==> src/rtl/core/afs_pkg.sv <==
// Shared types, constants and the CRC step function of the addressed frame slave.
`timescale 1ns / 1ps
package afs_pkg;

   localparam logic [7:0]  START_REQ_BYTE = 8'h3F;
   localparam logic [7:0]  START_RES_BYTE = 8'h2A;
   localparam logic [15:0] CRC_INIT       = 16'hFFFF;
   localparam logic [15:0] CRC_POLY       = 16'hA001;

   localparam logic [1:0] ST_DONE    = 2'd0;
   localparam logic [1:0] ST_UNKNOWN = 2'd1;
   localparam logic [1:0] ST_CRC_BAD = 2'd2;

   localparam logic [1:0] REG_OWN_ADDRESS     = 2'd0;
   localparam logic [1:0] REG_READ_PORT_CODE  = 2'd1;
   localparam logic [1:0] REG_WRITE_PORT_CODE = 2'd2;

   // one received frame, already checked against its CRC
   typedef struct packed {
      logic [7:0] start_byte;
      logic [7:0] dest_address;
      logic [7:0] function_code;
      logic [7:0] payload;
      logic       crc_ok;
   } job_type;

   typedef struct packed {
      logic [7:0] own_address;
      logic [7:0] read_port_code;
      logic [7:0] write_port_code;
   } cfg_type;

   // feed one byte into a reflected CRC-16
   function automatic logic [15:0] crc_feed(input logic [15:0] crc, input logic [7:0] b);
      logic [15:0] c;
      c = crc ^ {8'h00, b};
      for (int k = 0; k < 8; k++) begin
         c = c[0] ? ((c >> 1) ^ CRC_POLY) : (c >> 1);
      end
      return c;
   endfunction

endpackage

==> src/rtl/core/afs_front.sv <==
// Frame parser: accepts received bytes, tracks framing and checks the frame CRC.
`timescale 1ns / 1ps
module afs_front (
   input  logic               clock,
   input  logic               reset,
   input  logic               accept,
   input  logic [7:0]         rx_byte,
   output logic               push,
   output afs_pkg::job_type   job
);
   import afs_pkg::*;

   localparam logic [2:0] PH_IDLE = 3'd0;
   localparam logic [2:0] PH_START = 3'd1;
   localparam logic [2:0] PH_ADDR = 3'd2;
   localparam logic [2:0] PH_FUNC = 3'd3;
   localparam logic [2:0] PH_DATA = 3'd4;
   localparam logic [2:0] PH_CRCH = 3'd5;
   localparam logic [2:0] PH_DONE = 3'd6;

   logic [2:0]  phase_ff, phase_in;
   logic [7:0]  start_ff, start_in;
   logic [7:0]  addr_ff, addr_in;
   logic [7:0]  func_ff, func_in;
   logic [7:0]  data_ff, data_in;
   logic [7:0]  crch_ff, crch_in;
   logic [15:0] crc_ff, crc_in;
   logic [15:0] crc_step;
   logic        is_start;

   assign crc_step = crc_feed(crc_ff, rx_byte);
   assign is_start = (rx_byte == START_REQ_BYTE) || (rx_byte == START_RES_BYTE);

   always_comb begin
      phase_in = phase_ff;
      start_in = start_ff;
      addr_in  = addr_ff;
      func_in  = func_ff;
      data_in  = data_ff;
      crch_in  = crch_ff;
      crc_in   = crc_ff;
      push     = 1'b0;
      if (accept) begin
         if (is_start) begin
            // restart framing wherever we are
            start_in = rx_byte;
            phase_in = PH_START;
            crc_in   = crc_feed(CRC_INIT, rx_byte);
         end else begin
            case (phase_ff)
               PH_START: begin
                  addr_in  = rx_byte;
                  crc_in   = crc_step;
                  phase_in = PH_ADDR;
               end
               PH_ADDR: begin
                  func_in  = rx_byte;
                  crc_in   = crc_step;
                  phase_in = PH_FUNC;
               end
               PH_FUNC: begin
                  data_in  = rx_byte;
                  crc_in   = crc_step;
                  phase_in = PH_DATA;
               end
               PH_DATA: begin
                  crch_in  = rx_byte;
                  phase_in = PH_CRCH;
               end
               PH_CRCH: begin
                  push     = 1'b1;
                  phase_in = PH_DONE;
               end
               default: begin
                  phase_in = phase_ff;
               end
            endcase
         end
      end
   end

   assign job.start_byte    = start_ff;
   assign job.dest_address  = addr_ff;
   assign job.function_code = func_ff;
   assign job.payload       = data_ff;
   assign job.crc_ok        = ({crch_ff, rx_byte} == crc_ff);

   always_ff @(posedge clock) begin
      if (reset) begin
         phase_ff <= PH_IDLE;
         start_ff <= 8'h00;
         addr_ff  <= 8'h00;
         func_ff  <= 8'h00;
         data_ff  <= 8'h00;
         crch_ff  <= 8'h00;
         crc_ff   <= CRC_INIT;
      end else begin
         phase_ff <= phase_in;
         start_ff <= start_in;
         addr_ff  <= addr_in;
         func_ff  <= func_in;
         data_ff  <= data_in;
         crch_ff  <= crch_in;
         crc_ff   <= crc_in;
      end
   end

endmodule

==> src/rtl/core/afs_queue.sv <==
// Short queue of checked frames between the parser and the executor.
`timescale 1ns / 1ps
module afs_queue #(
   parameter int DEPTH = 2
) (
   input  logic               clock,
   input  logic               reset,
   input  logic               push,
   input  afs_pkg::job_type   push_job,
   input  logic               pop,
   output afs_pkg::job_type   head_job,
   output logic               full,
   output logic               empty
);
   import afs_pkg::*;

   localparam int PTR_W = (DEPTH > 1) ? $clog2(DEPTH) : 1;
   localparam int CNT_W = $clog2(DEPTH + 1);

   job_type            slot_ff [DEPTH];
   logic [PTR_W-1:0]   wr_ff, wr_in;
   logic [PTR_W-1:0]   rd_ff, rd_in;
   logic [CNT_W-1:0]   count_ff, count_in;

   function automatic logic [PTR_W-1:0] bump(input logic [PTR_W-1:0] p);
      return (p == PTR_W'(DEPTH - 1)) ? '0 : p + 1'b1;
   endfunction

   assign full     = (count_ff == CNT_W'(DEPTH));
   assign empty    = (count_ff == '0);
   assign head_job = slot_ff[rd_ff];

   always_comb begin
      wr_in    = push ? bump(wr_ff) : wr_ff;
      rd_in    = pop ? bump(rd_ff) : rd_ff;
      count_in = count_ff;
      if (push && !pop) begin
         count_in = count_ff + 1'b1;
      end else if (pop && !push) begin
         count_in = count_ff - 1'b1;
      end
   end

   always_ff @(posedge clock) begin
      if (push) begin
         slot_ff[wr_ff] <= push_job;
      end
   end

   always_ff @(posedge clock) begin
      if (reset) begin
         wr_ff    <= '0;
         rd_ff    <= '0;
         count_ff <= '0;
      end else begin
         wr_ff    <= wr_in;
         rd_ff    <= rd_in;
         count_ff <= count_in;
      end
   end

endmodule

==> src/rtl/core/afs_back.sv <==
// Executor: runs the function of each frame and sends the response items.
`timescale 1ns / 1ps
module afs_back (
   input  logic               clock,
   input  logic               reset,
   input  afs_pkg::cfg_type   cfg,
   input  logic               q_empty,
   input  afs_pkg::job_type   q_job,
   output logic               pop,
   output logic               rsp_valid,
   input  logic               rsp_ready,
   output logic [7:0]         rsp_tx_byte,
   output logic               rsp_tx_valid,
   output logic               rsp_last,
   output logic [1:0]         rsp_frame_status,
   output logic [2:0]         led_bits_out
);
   import afs_pkg::*;

   localparam logic [2:0] IDX_ADDR = 3'd1;
   localparam logic [2:0] IDX_FUNC = 3'd2;
   localparam logic [2:0] IDX_DATA = 3'd3;
   localparam logic [2:0] IDX_CRCH = 3'd4;
   localparam logic [2:0] IDX_CRCL = 3'd5;

   logic        busy_ff, busy_in;
   logic [2:0]  idx_ff, idx_in;
   logic [7:0]  addr_ff, addr_in;
   logic [7:0]  func_ff, func_in;
   logic [7:0]  data_ff, data_in;
   logic [1:0]  status_ff, status_in;
   logic [15:0] crc_ff, crc_in;
   logic [2:0]  led_ff, led_in;

   logic        out_valid_ff, out_valid_in;
   logic [7:0]  out_byte_ff, out_byte_in;
   logic        out_txv_ff, out_txv_in;
   logic        out_last_ff, out_last_in;
   logic [1:0]  out_status_ff, out_status_in;
   logic [2:0]  out_led_ff, out_led_in;

   logic        load_ok;
   logic [7:0]  start_n, data_n, sel_byte;
   logic [2:0]  led_n;
   logic [1:0]  status_n;

   assign load_ok = !out_valid_ff || rsp_ready;

   // function of the frame at the head of the queue
   always_comb begin
      start_n  = q_job.start_byte;
      data_n   = q_job.payload;
      led_n    = led_ff;
      status_n = ST_DONE;
      if (q_job.function_code == cfg.read_port_code) begin
         start_n = START_RES_BYTE;
         data_n  = {led_ff, 5'b00000};
      end else if (q_job.function_code == cfg.write_port_code) begin
         led_n   = q_job.payload[7:5];
         start_n = START_RES_BYTE;
         data_n  = 8'h00;
      end else begin
         status_n = ST_UNKNOWN;
      end
   end

   always_comb begin
      case (idx_ff)
         IDX_ADDR: sel_byte = addr_ff;
         IDX_FUNC: sel_byte = func_ff;
         IDX_DATA: sel_byte = data_ff;
         IDX_CRCH: sel_byte = crc_ff[15:8];
         IDX_CRCL: sel_byte = crc_ff[7:0];
         default:  sel_byte = 8'h00;
      endcase
   end

   always_comb begin
      busy_in       = busy_ff;
      idx_in        = idx_ff;
      addr_in       = addr_ff;
      func_in       = func_ff;
      data_in       = data_ff;
      status_in     = status_ff;
      crc_in        = crc_ff;
      led_in        = led_ff;
      out_valid_in  = out_valid_ff;
      out_byte_in   = out_byte_ff;
      out_txv_in    = out_txv_ff;
      out_last_in   = out_last_ff;
      out_status_in = out_status_ff;
      out_led_in    = out_led_ff;
      pop           = 1'b0;
      if (load_ok) begin
         out_valid_in = 1'b0;
         if (busy_ff) begin
            out_valid_in  = 1'b1;
            out_byte_in   = sel_byte;
            out_txv_in    = 1'b1;
            out_last_in   = (idx_ff == IDX_CRCL);
            out_status_in = status_ff;
            out_led_in    = led_ff;
            // fold the header bytes into the response CRC as they go out
            if (idx_ff < IDX_CRCH) begin
               crc_in = crc_feed(crc_ff, sel_byte);
            end
            idx_in = idx_ff + 1'b1;
            if (idx_ff == IDX_CRCL) begin
               busy_in = 1'b0;
            end
         end else if (!q_empty) begin
            pop          = 1'b1;
            out_valid_in = 1'b1;
            out_byte_in  = 8'h00;
            out_txv_in   = 1'b0;
            out_last_in  = 1'b1;
            if (!q_job.crc_ok) begin
               out_status_in = ST_CRC_BAD;
               out_led_in    = led_ff;
            end else begin
               led_in        = led_n;
               out_status_in = status_n;
               out_led_in    = led_n;
               if (q_job.dest_address == cfg.own_address) begin
                  // send the start byte now, the rest follow one a cycle while the output can load
                  out_byte_in = start_n;
                  out_txv_in  = 1'b1;
                  out_last_in = 1'b0;
                  busy_in     = 1'b1;
                  idx_in      = IDX_ADDR;
                  addr_in     = q_job.dest_address;
                  func_in     = q_job.function_code;
                  data_in     = data_n;
                  status_in   = status_n;
                  crc_in      = crc_feed(CRC_INIT, start_n);
               end
            end
         end
      end
   end

   always_ff @(posedge clock) begin
      if (reset) begin
         busy_ff      <= 1'b0;
         idx_ff       <= IDX_ADDR;
         led_ff       <= 3'b000;
         out_valid_ff <= 1'b0;
      end else begin
         busy_ff      <= busy_in;
         idx_ff       <= idx_in;
         led_ff       <= led_in;
         out_valid_ff <= out_valid_in;
      end
   end

   always_ff @(posedge clock) begin
      addr_ff       <= addr_in;
      func_ff       <= func_in;
      data_ff       <= data_in;
      status_ff     <= status_in;
      crc_ff        <= crc_in;
      out_byte_ff   <= out_byte_in;
      out_txv_ff    <= out_txv_in;
      out_last_ff   <= out_last_in;
      out_status_ff <= out_status_in;
      out_led_ff    <= out_led_in;
   end

   assign rsp_valid        = out_valid_ff;
   assign rsp_tx_byte      = out_byte_ff;
   assign rsp_tx_valid     = out_txv_ff;
   assign rsp_last         = out_last_ff;
   assign rsp_frame_status = out_status_ff;
   assign led_bits_out     = out_led_ff;

endmodule

==> src/rtl/core/addressed_frame_slave_crc16_unit.sv <==
// Top level of the addressed frame slave with CRC-16 check.
`timescale 1ns / 1ps
// Takes one received byte per cycle. A six-byte frame (start, address, function,
// data, CRC high, CRC low) is checked against a CRC-16 as its bytes arrive; at the
// last byte the frame enters a queue of QUEUE_DEPTH entries. The executor behind
// the queue runs the function and gives either one status item or six response
// items, one item per cycle from its output register while rsp_ready is high.
// Bytes are refused only while the queue is full. Registers: index 0 own address,
// 1 read function code, 2 write function code; write them only while idle.
module addressed_frame_slave_crc16_unit #(
   parameter int QUEUE_DEPTH = 2
) (
   input  logic        clock,
   input  logic        reset,
   input  logic        req_valid,
   output logic        req_ready,
   input  logic [7:0]  req_rx_byte,
   output logic        rsp_valid,
   input  logic        rsp_ready,
   output logic [7:0]  rsp_tx_byte,
   output logic        rsp_tx_valid,
   output logic        rsp_last,
   output logic [1:0]  rsp_frame_status,
   output logic [2:0]  rsp_led_bits,
   input  logic        csr_we,
   input  logic [1:0]  csr_index,
   input  logic [7:0]  csr_wdata
);
   import afs_pkg::*;

   cfg_type cfg_ff, cfg_in;
   job_type front_job, head_job;
   logic    push, pop, q_full, q_empty, accept;

   assign req_ready = !q_full;
   assign accept    = req_valid && req_ready;

   always_comb begin
      cfg_in = cfg_ff;
      if (csr_we) begin
         case (csr_index)
            REG_OWN_ADDRESS:     cfg_in.own_address     = csr_wdata;
            REG_READ_PORT_CODE:  cfg_in.read_port_code  = csr_wdata;
            REG_WRITE_PORT_CODE: cfg_in.write_port_code = csr_wdata;
            default:             cfg_in = cfg_ff;
         endcase
      end
   end

   always_ff @(posedge clock) begin
      if (reset) begin
         cfg_ff.own_address     <= 8'd1;
         cfg_ff.read_port_code  <= 8'd1;
         cfg_ff.write_port_code <= 8'd2;
      end else begin
         cfg_ff <= cfg_in;
      end
   end

   afs_front u_front (
      .clock   (clock),
      .reset   (reset),
      .accept  (accept),
      .rx_byte (req_rx_byte),
      .push    (push),
      .job     (front_job)
   );

   afs_queue #(
      .DEPTH (QUEUE_DEPTH)
   ) u_queue (
      .clock    (clock),
      .reset    (reset),
      .push     (push),
      .push_job (front_job),
      .pop      (pop),
      .head_job (head_job),
      .full     (q_full),
      .empty    (q_empty)
   );

   afs_back u_back (
      .clock            (clock),
      .reset            (reset),
      .cfg              (cfg_ff),
      .q_empty          (q_empty),
      .q_job            (head_job),
      .pop              (pop),
      .rsp_valid        (rsp_valid),
      .rsp_ready        (rsp_ready),
      .rsp_tx_byte      (rsp_tx_byte),
      .rsp_tx_valid     (rsp_tx_valid),
      .rsp_last         (rsp_last),
      .rsp_frame_status (rsp_frame_status),
      .led_bits_out     (rsp_led_bits)
   );

endmodule

==> config.mk <==
export PLATFORM = sky130hd
export DESIGN_NAME = addressed_frame_slave_crc16_unit
export DESIGN_NICKNAME = d
export VERILOG_FILES = /design/src/rtl/core/afs_pkg.sv /design/src/rtl/core/afs_front.sv /design/src/rtl/core/afs_queue.sv /design/src/rtl/core/afs_back.sv /design/src/rtl/core/addressed_frame_slave_crc16_unit.sv
export SDC_FILE = /design/constraint.sdc
export NUM_CORES = 1
export LEC_CHECK = 0
export BUFFER_PORTS_ARGS = -buffer_cell sky130_fd_sc_hd__buf_2
export CORE_MARGIN = 2
export CORE_UTILIZATION = 40
export DETAILED_ROUTE_END_ITERATION = 10
export GPL_ROUTABILITY_DRIVEN = 0
export PLACE_DENSITY_LB_ADDON = 0.2
export SYNTH_ARGS = -nofsm -noshare
export SYNTH_HDL_FRONTEND = slang
export SYNTH_SLANG_ARGS = --single-unit
==> constraint.sdc <==
create_clock -name clock -period 13.28 [get_ports clock]
set_clock_uncertainty 0.2 [all_clocks]
set_input_delay 1.328 -clock clock [delete_from_list [all_inputs] [get_ports clock]]
set_output_delay 1.328 -clock clock [all_outputs]
set_load 0.03 [all_outputs]
* Word level (Yosys, flattened, before mapping)
Memories as Yosys holds them, arrays and structs flattened. A register that Yosys moved wholly into a read port is not among the register bits.
Index checks and enable logic that the tools add are counted.
** Operators by class
- Bitwise logic cells :: 39
- Reduce and logical (&&, ||, !) cells :: 33
- $add $sub $neg :: 5
- Mux-type cells :: 89
- Order comparisons :: 1
- Equal/unequal tests :: 21
** Operator list (count)
- $mux 16 :: 39
- $not 2->3 :: 32
- $mux 8 :: 8
- $pmux 8 s5 :: 1
- $not 8->16 :: 2
- $xor 16x8->16 :: 2
- $mux 3 :: 10
- $mux 1 :: 25
- $eq 8x8->1 :: 3
- $eq 16x16->1 :: 1
- $eq 8x6->1 const B :: 2
- $pmux 3 s5 :: 1
- $reduce_and 3->1 :: 5
- $reduce_and 2->1 :: 7
- $eq 3x2->1 const B :: 4
- $eq 3x3->1 const B :: 4
- $mux 2 :: 5
- $reduce_and 5->1 :: 2
- $reduce_bool 2->1 :: 4
- $eq 3x1->1 const B :: 2
- $reduce_bool 6->1 :: 1
- $eq 2x2->1 const B :: 2
- $logic_not 1->1 :: 4
- $logic_not 2->1 :: 2
- 13 further kinds :: 20
** Storage, ports and cells
- Output and inout bits :: 17
- Bits of input ports :: 23
- Register bits :: 152
- Memories kept :: 1
- RAM bits :: 66
- Word-level logic and storage cells :: 217
** Memory list
- u_queue.slot_ff :: depth 2, bits a word 33, rd ports 1, clocked after memory_dff 1, wr ports 1, line afs_queue.sv:20 : job_type slot_ff [DEPTH];

* Longest topological paths before layout
Gate-level depths: netlist (run 1).
- Depth after elaboration :: 24
- Gate-level depth with buffers :: 13
- Gate-level depth less buffers :: 11

* Hierarchy
A second synthesis (run 1) with hierarchy kept.
** Unflattened totals
- Cell total of the unflattened synthesis :: 833
- Area, all modules :: 10186.0 um^2
** Modules (own cells, without submodules)
- afs_back :: cells each 316, sequential area each 1841.8 um^2, instances 1, area an instance 3737.3 um^2
- afs_front :: cells each 297, sequential area each 1181.1 um^2, instances 1, area an instance 2861.5 um^2
- afs_queue :: cells each 125, sequential area each 2082.0 um^2, instances 1, area an instance 2583.7 um^2
- addressed_frame_slave_crc16_unit :: cells each 95, sequential area each 480.5 um^2, instances 1, area an instance 1003.5 um^2

* Least setup slack after synthesis (run 1)
No wires, ideal clock.
- Path kind :: input -> register
- From :: input port req_rx_byte[4]
- To :: memory u_queue.slot_ff[0][0] in the netlist's numbering, enable pin
- Stages :: 9
- Setup slack :: 7790 ps
- Data required time :: 12616 ps
- Arrival time :: 4826 ps
- Library setup time :: 464 ps
- Path through :: clkbuf_1 inv_1 ha_1 and3_1 o21a_1 clkbuf_1 nor2_1 nand2_1 nor3_1
** Between the ends
- Cells in the longest elaborated chain, start to end :: 6
** RTL lines
- start, declared :: line addressed_frame_slave_crc16_unit.sv:17 : input logic [7:0] req_rx_byte,
- $eq 8x6->1 :: line afs_front.sv:32 : assign is_start = (rx_byte == START_REQ_BYTE) || (rx_byte == START_RES_BYTE);
- $logic_or 1x1->1 * :: line afs_front.sv:32
- $mux 1 * :: line afs_front.sv:44 : if (is_start) begin
- $mux 1 * :: line afs_front.sv:43 : if (accept) begin
- $mux 1 * :: line afs_queue.sv:45 : if (push) begin
- $mux 1 (implied by the code) * :: line afs_queue.sv:46 : slot_ff[wr_ff] <= push_job;
- end, declared :: line afs_queue.sv:20
Every way passes the cells marked *; elsewhere a longest branch is shown, timed or not.

* Worst setup path after layout (run 1)
- From :: input port req_rx_byte[2]
- To :: register u_front.data_ff[4]
** Between the ends
- Cells in the longest elaborated chain, start to end :: 4
** RTL lines
- $eq 8x6->1 :: line afs_front.sv:32
- $logic_or 1x1->1 * :: line afs_front.sv:32
- $not 1->1 (no line) *
- $reduce_and 3->1 (no line) *
- end signal, assigned :: line afs_front.sv:102 : data_ff <= data_in;
- end, declared :: line afs_front.sv:25 : logic [7:0] data_ff, data_in;
Marks and branches as above.
A chain may end at the register's enable or synchronous reset.

==> results.yml, run 1 <==
min_path:
  hold_path.class: "flip-flop to flip-flop"
  min-delay-start: "u_front.func_ff[2]"
  worstHoldPathCells: 0
  hold_end: "u_queue.slot_ff[0][11]"
floorplanning:
  fp.dieH_um: 164
  design.core.area_um2: 25100
  chipWidth_um: 164
  num_io_pins: 40
  die-area_um2: 26700
  initial_utilization: 0.406
  num_rows: 58
clocking:
  cts_tree: "yes"
  cts_resized: 0
  cts_max_level: 1
  cts_buffers: 25
  cts-root-buf: "clkbuf_16"
  path_clk_slew_ns: 0.06
  holdBufCountCts: 0
  cts_sinks: 218
  clk_latency_ns: 0.52
  postCtsSetupRepairBufs: 0
  cts_buffer_depth: 3
place:
  numPortBuffers: 39
  placed_area_um2: 10600
  dp_hpwl_um: 16300
  pre_cts_ws_ns: 9.04
synthesis:
  ys_warn_count: 0
  synth-edff-count: 122
  ys_ff_latch: 218
  yosysUniqueCellTypes: 61
  syn_nets: 943
  synth-main-ff-cell: "edfxtp_1"
  ys_seq_area_frac: 0.549
  async_flop_share: 0
  synthesis.instances: 904
  synthTopCellsByCount: "edfxtp_1, nor2_1, dfxtp_1"
  synth_area_per_cell_um2: 11.3
  synth_largest_area_cell: "edfxtp_1"
  yosys-top-cells-area: "edfxtp_1, dfxtp_1, mux2i_1, xnor2_1, nor2_1"
  yosysMostFrequentCell: "edfxtp_1"
  netlist_area_um2: 10200
  synth.top_cell.area_share: 0.360
cells_and_area:
  fin_nets: 964
  stdcell_area_um2: 11500
  num_antenna_cells: 0
  post-route-util: 0.459
  drive_above_1_share: 0.133
  area.growth.synth_to_final_pct: 13.2
global_route:
  grt_pass1_wl_um: 36800
  met3_usage: 0.0239
  grt.met1_usage: 0.238
  top_usage_layer: "met2"
  antenna_found_initial: 0
  grtUsageMet2: 0.303
  grt_max_degree: 94
  grt_overflow_total: 0
  grt_pass1_vias: 6404
  grt_usage: 0.179
pwr:
  clockPowerShare: 0.457
  power.internal_mw: 1.24
  p_comb_frac: 0.079
  ir_worst_vdd_v: 0.0000962
  p_sw_mw: 0.362
  powerDensity_nw_per_um2: 139
  power_leakage_nw: 4.34
  p_seq_frac: 0.463
  switching_share: 0.226
timing:
  slew_violations: 0
  rsz0062_at_grt: "false"
  fin_crit_sh: 0.283
  worstMarginPinSlew_ns: 1.03
  final_hold_viol_count: 0
  setup_slack_ns: 9.52
  slew_headroom: 0.317
  fmax_mhz: 266
  setup_viol: 0
  layout_min_cycle_time_ns: 3.76
  setup_tns_ns: 0
  whs_ns: 0.262
outcome:
  outcome: "completed"
routing:
  first_pass_iters: 5
  vias_per_cell: 5.14
  num_vias: 6551
  routed_wl_um: 23200
  drc: 0
  ant_nets: 0
  drt-initial-drc-count: 370
  wl_per_cell_um: 18.2
critical_path:
  r2r_cells: 10
  worstPathRequired_ns: 13.44
  cp.arrival_ns: 3.92
  setup.reg_to_reg.worst_slack_ns: 9.63
  path_class: "input port to flip-flop"
  cp_max_fo: 15
  rr_startpoint: "u_back.idx_ff[2]"
  r2r_end: "u_back.crc_ff[0]"
  start_kind: "input port"
  end_kind: "flip-flop"
flow_run:
  maxCapViolCount: 0
metal layers:
metal / part of all wire / vias to the layer above
met3: 0.034 / 37
met4: 0.023 / 0
met5: 0 / -
met2: 0.49 / 106
met1: 0.46 / 3160
li1: - / 3248
power groups by stage:
| stage | logic [mW] | clock network, mW | registers, mW |
|---|---|---|---|
| floorplan | 0.0593 | 0 | 0.789 |
| global placement | 0.128 | 0 | 0.756 |
| detailed placement | 0.128 | 0 | 0.756 |
| CTS | 0.128 | 0.751 | 0.742 |
| global route | 0.137 | 0.776 | 0.744 |
| finish | 0.127 | 0.732 | 0.741 |
cells by family (layout without fill, tap and decap cells):
kind of cell | Yosys count | in the layout | share of synthesized area
multiplexers | 99 | 99 | 0.101
XOR/XNOR | 99 | 99 | 0.0915
AND/OR/NAND/NOR | 263 | 263 | 0.118
AO/OA/AOI/OAI | 131 | 131 | 0.0890
flip-flops | 218 | 218 | 0.549
buffers and inverters | 78 | 118 | 0.0321
adder cells (fa/ha/maj) | 16 | 16 | 0.0197
through the flow:
step | power, mW | instances
finish | 1.60 | 1274
global route | 1.66 | 1274
CTS | 1.62 | 1274
detailed placement | 0.884 | 1228
global placement | 0.884 | 1228
floorplan | 0.848 | 904
placed cells by master (no fill, tap or decap), drive strengths merged, types with 13 or more instances in the layout:
| cell | n |
|---|---|
| ha | 16 |
| nand3 | 18 |
| mux2 | 15 |
| xnor2 | 54 |
| nor3 | 13 |
| nand2 | 78 |
| buf | 50 |
| nor2 | 105 |
| xor2 | 41 |
| edfxtp | 122 |
| mux2i | 84 |
| dfxtp | 96 |
| a21oi | 39 |
| clkbuf | 30 |
| o21ai | 16 |
| inv | 23 |
area by class of cell:
class,count,area [um2]
fill,2416,13600
tap,330,413
clock inverter,16,235
clock buffer,30,644
inverter,22,82.6
sequential,218,5590
timing repair buffer,50,278
multi-input combinational,608,4280
flip-flops by register name (all words and copies together), names as in the netlist, 16 cells and up, named ones only:
register and count:
u_queue.slot_ff 66, u_back.crc_ff 16, cfg_ff 24, u_front.crc_ff 16
worst max path at each step:
stage                     slack (ns)                    end      startpoint
final                           9.52     u_front.data_ff[4]  req_rx_byte[2]
after detailed placement        9.04     u_front.data_ff[3]  req_rx_byte[0]
after global routing            9.26     u_front.data_ff[4]  req_rx_byte[2]
after floorplan                 7.79  u_queue.slot_ff[0][0]  req_rx_byte[4]
after global placement          9.07     u_front.data_ff[0]  req_rx_byte[2]
after CTS                       9.56      u_back.data_ff[7]       flip-flop
worst max-delay path, stage by stage:
cell and delay (ns):
buf_2 0.22, inv_1 0.11, ha_1 0.20, and3_1 0.15, o21ai_1 0.74, nand2_1 0.14, nor2_1 0.70, mux2i_1 0.27
nor2_1 0.05
Power figures use the tool's default switching activity.
==> inputs of run 2 (changes only) <==
==> constraint.sdc (replaced) <==
create_clock -name clock -period 3.8 [get_ports clock]
set_clock_uncertainty 0.2 [all_clocks]
set_input_delay 0.38 -clock clock [delete_from_list [all_inputs] [get_ports clock]]
set_output_delay 0.38 -clock clock [all_outputs]
set_load 0.03 [all_outputs]
==> results.yml, run 2 (synthesis gave the netlist of run 1 again) <==
critical_path:
  slowest_delay_ns: 0.48
  worstPathCellList: "buf_4 -> mux2i_2 -> xnor2_1 -> nor4_1 -> buf_4 -> nand2_1 -> nand2_1 -> buf_4 -> o31ai_1"
  end_kind: "flip-flop"
  path_class: "flip-flop to flip-flop"
  crit_path_top_delay_cell: "dfxtp_2"
  critical-path-top-cell-by-count: "buf_4"
  cp_max_fo: 13
  cp.arrival_ns: 3.37
  start_kind: "flip-flop"
  worstPathRequired_ns: 3.84
clocking:
  cts_tree: "yes"
  cts_buffers: 25
  cts_max_level: 1
  cts-root-buf: "clkbuf_16"
  cts_buffer_depth: 3
  cts_sinks: 218
  postCtsSetupRepairBufs: 0
  path_clk_slew_ns: 0.06
  holdBufCountCts: 9
  cts_resized: 0
  clk_latency_ns: 0.53
cells_and_area:
  regMostFlops: "u_queue.slot_ff"
  largest_register_ffs: 66
  stdcell_area_um2: 11600
  post-route-util: 0.464
  fin_cells: 1294
  layout_commonest_cell: "edfxtp_1"
  area.growth.synth_to_final_pct: 14.4
  fin_nets: 984
  num_antenna_cells: 0
  mostFrequentLayoutCells: "edfxtp_1, nor2_1, dfxtp_1, mux2i_1, nand2_1"
  reg_top3: "u_queue.slot_ff x66, cfg_ff x24"
  n_fill_cell: 2383
  drive_above_1_share: 0.137
timing:
  final_hold_viol_count: 0
  fin_crit_sh: 0.876
  rsz0062_at_grt: "false"
  setup_tns_ns: 0
  setup_viol: 0
  setup_slack_ns: 0.471
  worstMarginPinSlew_ns: 0.835
  layout_min_cycle_time_ns: 3.33
  slew_headroom: 0.439
  slew_violations: 0
  fmax_mhz: 300
  whs_ns: 0.0564
routing:
  vias_per_cell: 5.16
  drt-initial-drc-count: 431
  routed_wl_um: 23500
  num_vias: 6682
  first_pass_iters: 5
  drc: 0
  wl_per_cell_um: 18.2
  ant_nets: 0
global_route:
  antenna_found_initial: 0
  grt_pass1_vias: 6555
  grt_pass1_wl_um: 37000
  grt_overflow_total: 0
  grt_usage: 0.178
  grt_max_degree: 63
pwr:
  powerDensity_nw_per_um2: 460
  power_leakage_nw: 4.39
  p_comb_frac: 0.085
  switching_share: 0.237
  clockPowerShare: 0.431
  power.internal_mw: 4.09
  finalPower_mw: 5.36
  p_seq_frac: 0.484
  ir_worst_vdd_v: 0.000275
  p_sw_mw: 1.27
floorplanning:
  fp.dieH_um: 164
  initial_utilization: 0.406
  die-area_um2: 26700
  chipWidth_um: 164
  num_rows: 58
  num_io_pins: 40
  design.core.area_um2: 25100
place:
  placed_area_um2: 10800
  pre_cts_ws_ns: 0.420
  place_inst: 1239
  dp_hpwl_um: 16600
  numPortBuffers: 39
outcome:
  outcome: "completed"
min_path:
  hold_path.class: "input port to flip-flop"
flow_run:
  maxCapViolCount: 0
run 2: cell types whose count changed in the layout (fill, tap and decap cells not counted), sizes merged:
cell,change
buf,+11
bufinv,-4
clkbuf,+3
clkinvlp,+1
dlygate4sd3,+9
run 2: layer usage:
metal  wire (um)  track usage  share of wire
met5           0            0              0
met4         523       0.0459          0.022
met3         818       0.0234          0.035
met2       11400        0.306           0.49
met1       10700        0.239           0.46
run 2: path summary, 6_finish.rpt:
| check | start | end | slack (ns) | cells past startpoint |
|---|---|---|---|---|
| worst min-delay path | req_rx_byte[2] | u_front.start_ff[2] | 0.06 | 3 |
| worst min register to register | u_front.data_ff[6] | u_queue.slot_ff[1][7] | 0.25 | 0 |
| worst max-delay path | flip-flop | u_back.rsp_frame_status[0] | 0.47 | 9 |
| worst max register to register | flip-flop | u_back.rsp_frame_status[0] | 0.47 | 9 |
run 2: critical path, delay by kind of cell, from the launching register on:
| family | cells | cell delay, ns |
|---|---|---|
| AO/OA/AOI/OAI | 1 | 0.12 |
| XOR/XNOR | 1 | 0.14 |
| multiplexers | 1 | 0.43 |
| AND/OR/NAND/NOR | 3 | 0.94 |
| flip-flops | 1 | 0.48 |
| buffers and inverters | 3 | 0.73 |
run 2: power by group through the flow:
stage	clock network (mW)	registers, mW	logic (mW)
2_1_floorplan	0	2.76	0.207
3_3_place_gp	0	2.64	0.450
3_5_place_dp	0	2.64	0.452
4_1_cts	2.36	2.59	0.461
5_1_grt	2.45	2.60	0.493
6_report	2.31	2.59	0.456
run 2: area by class of cell:
type | instances | area, um2 | share of cell area
Clock buffer | 33 | 666 | 0.0572
Clock inverter | 13 | 119 | 0.0102
Inverter | 22 | 82.6 | 0.00709
Multi-Input combinational cell | 608 | 4290 | 0.368
Sequential cell | 218 | 5590 | 0.480
Tap cell | 330 | 413 | 0.0355
Timing Repair Buffer | 70 | 488 | 0.0419
==> inputs of run 3 (changes only) <==
--- a/config.mk
+++ b/config.mk
@@ -6,11 +6,13 @@
 export NUM_CORES = 1
 export LEC_CHECK = 0
 export BUFFER_PORTS_ARGS = -buffer_cell sky130_fd_sc_hd__buf_2
+export CAP_MARGIN = 20
 export CORE_MARGIN = 2
 export CORE_UTILIZATION = 40
 export DETAILED_ROUTE_END_ITERATION = 10
 export GPL_ROUTABILITY_DRIVEN = 0
 export PLACE_DENSITY_LB_ADDON = 0.2
+export REMOVE_ABC_BUFFERS = 1
 export SYNTH_ARGS = -nofsm -noshare
 export SYNTH_HDL_FRONTEND = slang
 export SYNTH_SLANG_ARGS = --single-unit
==> results.yml, run 3 (synthesis gave the netlist of run 1 again) <==
clocking:
  cts-root-buf: "clkbuf_16"
  clk_latency_ns: 0.53
  cts_buffers: 26
  path_clk_slew_ns: 0.06
  cts_buffer_depth: 3
  cts_sinks: 218
  cts_resized: 0
  cts_max_level: 1
  cts_tree: "yes"
cells_and_area:
  regMostFlops: "u_queue.slot_ff"
  fin_nets: 980
  mostFrequentLayoutCells: "edfxtp_1, nor2_1, dfxtp_1, mux2i_1, nand2_1"
  largest_register_ffs: 66
  drive_above_1_share: 0.137
  num_antenna_cells: 0
  n_fill_cell: 2363
  layout_commonest_cell: "edfxtp_1"
  reg_top3: "u_queue.slot_ff x66, cfg_ff x24"
  area.growth.synth_to_final_pct: 14.2
routing:
  drt-initial-drc-count: 476
  num_vias: 6582
  vias_per_cell: 5.10
  drc: 0
  routed_wl_um: 23200
  ant_nets: 0
  first_pass_iters: 8
  wl_per_cell_um: 18.0
global_route:
  grt_overflow_total: 0
  grt_pass1_vias: 6335
  grt_usage: 0.176
  grt_pass1_wl_um: 36200
  antenna_found_initial: 0
  grt_max_degree: 44
place:
  dp_hpwl_um: 16400
  pre_cts_ws_ns: 0.371
  numPortBuffers: 39
timing:
  worstMarginPinSlew_ns: 0.919
  setup_viol: 0
  whs_ns: 0.0344
  setup_slack_ns: 0.345
  layout_min_cycle_time_ns: 3.46
  slew_headroom: 0.387
  rsz0062_at_grt: "false"
  slew_violations: 0
  fin_crit_sh: 0.909
  final_hold_viol_count: 0
  fmax_mhz: 289
critical_path:
  crit_path_top_delay_cell: "nor2b_1"
  cp_max_fo: 25
  r2r_cells: 9
  worstPathCellList: "inv_1 -> ha_1 -> nor2b_1 -> nand4_1 -> o211ai_2 -> xor2_2 -> xnor3_2 -> xor3_1 -> o21ai_1"
  cp.arrival_ns: 3.64
  rr_startpoint: "u_back.idx_ff[1]"
  worstPathRequired_ns: 3.99
  setup.reg_to_reg.worst_slack_ns: 0.34
  start_kind: "flip-flop"
  path_class: "flip-flop to flip-flop"
  slowest_delay_ns: 0.63
  end_kind: "flip-flop"
  r2r_end: "u_back.crc_ff[0]"
pwr:
  power_leakage_nw: 4.39
  powerDensity_nw_per_um2: 469
  ir_worst_vdd_v: 0.000346
floorplanning:
  num_rows: 58
  fp.dieH_um: 164
  initial_utilization: 0.406
  num_io_pins: 40
  die-area_um2: 26700
  design.core.area_um2: 25100
  chipWidth_um: 164
min_path:
  worstHoldPathCells: 3
  hold_path.class: "input port to flip-flop"
  hold_end: "u_front.start_ff[4]"
  min-delay-start: "req_rx_byte[4]"
flow_run:
  maxCapViolCount: 0
outcome:
  outcome: "completed"
==> run 3: cell count changes in the layout (fill, tap and decap cells not counted) <==
cell | before | now
clkbuf_16 | 25 | 26
clkinv_8 | 0 | 2
clkbuf_8 | 1 | 0
nor3_4 | 1 | 0
dlygate4sd3_1 | 9 | 10
clkinv_2 | 4 | 7
nor3_2 | 1 | 2
buf_4 | 19 | 15
clkinv_1 | 4 | 2
buf_12 | 3 | 1
clkbuf_1 | 7 | 5
clkinvlp_4 | 2 | 3
==> run 3: timing repair <==
item / CTS / global route
hold endpoints to repair: 24 / 0
setup endpoints to repair: 0 / 0
hold buffers: 10 / 0
setup buffers: 0 / 0
==> run 3: worst max-delay path by stage <==
| stage | cells past startpoint | from | slack (ns) | end |
|---|---|---|---|---|
| after floorplan | 7 | flip-flop | -0.75 | u_back.crc_ff[0] |
| after global placement | 8 | flip-flop | 0.39 | u_back.data_ff[6] |
| after detailed placement | 8 | flip-flop | 0.37 | u_back.data_ff[7] |
| after CTS | 8 | flip-flop | 0.35 | u_back.data_ff[7] |
| after global routing | 8 | flip-flop | 0.17 | u_back.data_ff[7] |
| final | 9 | u_back.idx_ff[1] | 0.34 | u_back.crc_ff[0] |
==> run 3: final cells by class <==
cell class	instances	area, um2	share of cell area
Sequential cell	218	5590	0.480
Multi-Input combinational cell	608	4280	0.368
Clock buffer	31	669	0.0576
Timing Repair Buffer	65	428	0.0368
Tap cell	330	413	0.0355
Clock inverter	17	166	0.0143
Inverter	22	82.6	0.00710
==> run 3: worst max-delay path, delay by kind of cell (launching register included) <==
kind	cells	cell delay, ns
XOR/XNOR	3	1.06
AO/OA/AOI/OAI	2	0.27
buffers and inverters	1	0.08
adder cells (fa/ha/maj)	1	0.49
AND/OR/NAND/NOR	2	0.82
flip-flops	1	0.39
==> run 3: per-stage QoR <==
step                      area, um2  power (mW)  TNS (ns)  utilization  std cells
final                         11600        5.46         0        0.463       1291
after global routing          11600        5.64         0        0.463       1291
after CTS                     11600        5.53         0        0.463       1291
after detailed placement      10700        3.10         0        0.426       1233
after global placement        10700        3.10         0        0.426       1233
after floorplan                9940        2.94    -38.42            -        848
==> run 3: power breakdown <==
group / internal, mW / switching, mW
Clock: 1.41 / 0.995
Combinational: 0.163 / 0.298
Sequential: 2.56 / 0.0396
Total: 4.13 / 1.33
==> run 3: metal layers <==
layer / part of all wire / global-route usage / wire length, um / vias to the layer above
met1: 0.46 / 0.241 / 10700 / 3113
met2: 0.47 / 0.287 / 10900 / 137
met3: 0.037 / 0.0249 / 858 / 40
li1: - / - / - / 3292
met4: 0.029 / 0.0566 / 672 / 0
met5: 0 / 0 / 0 / -
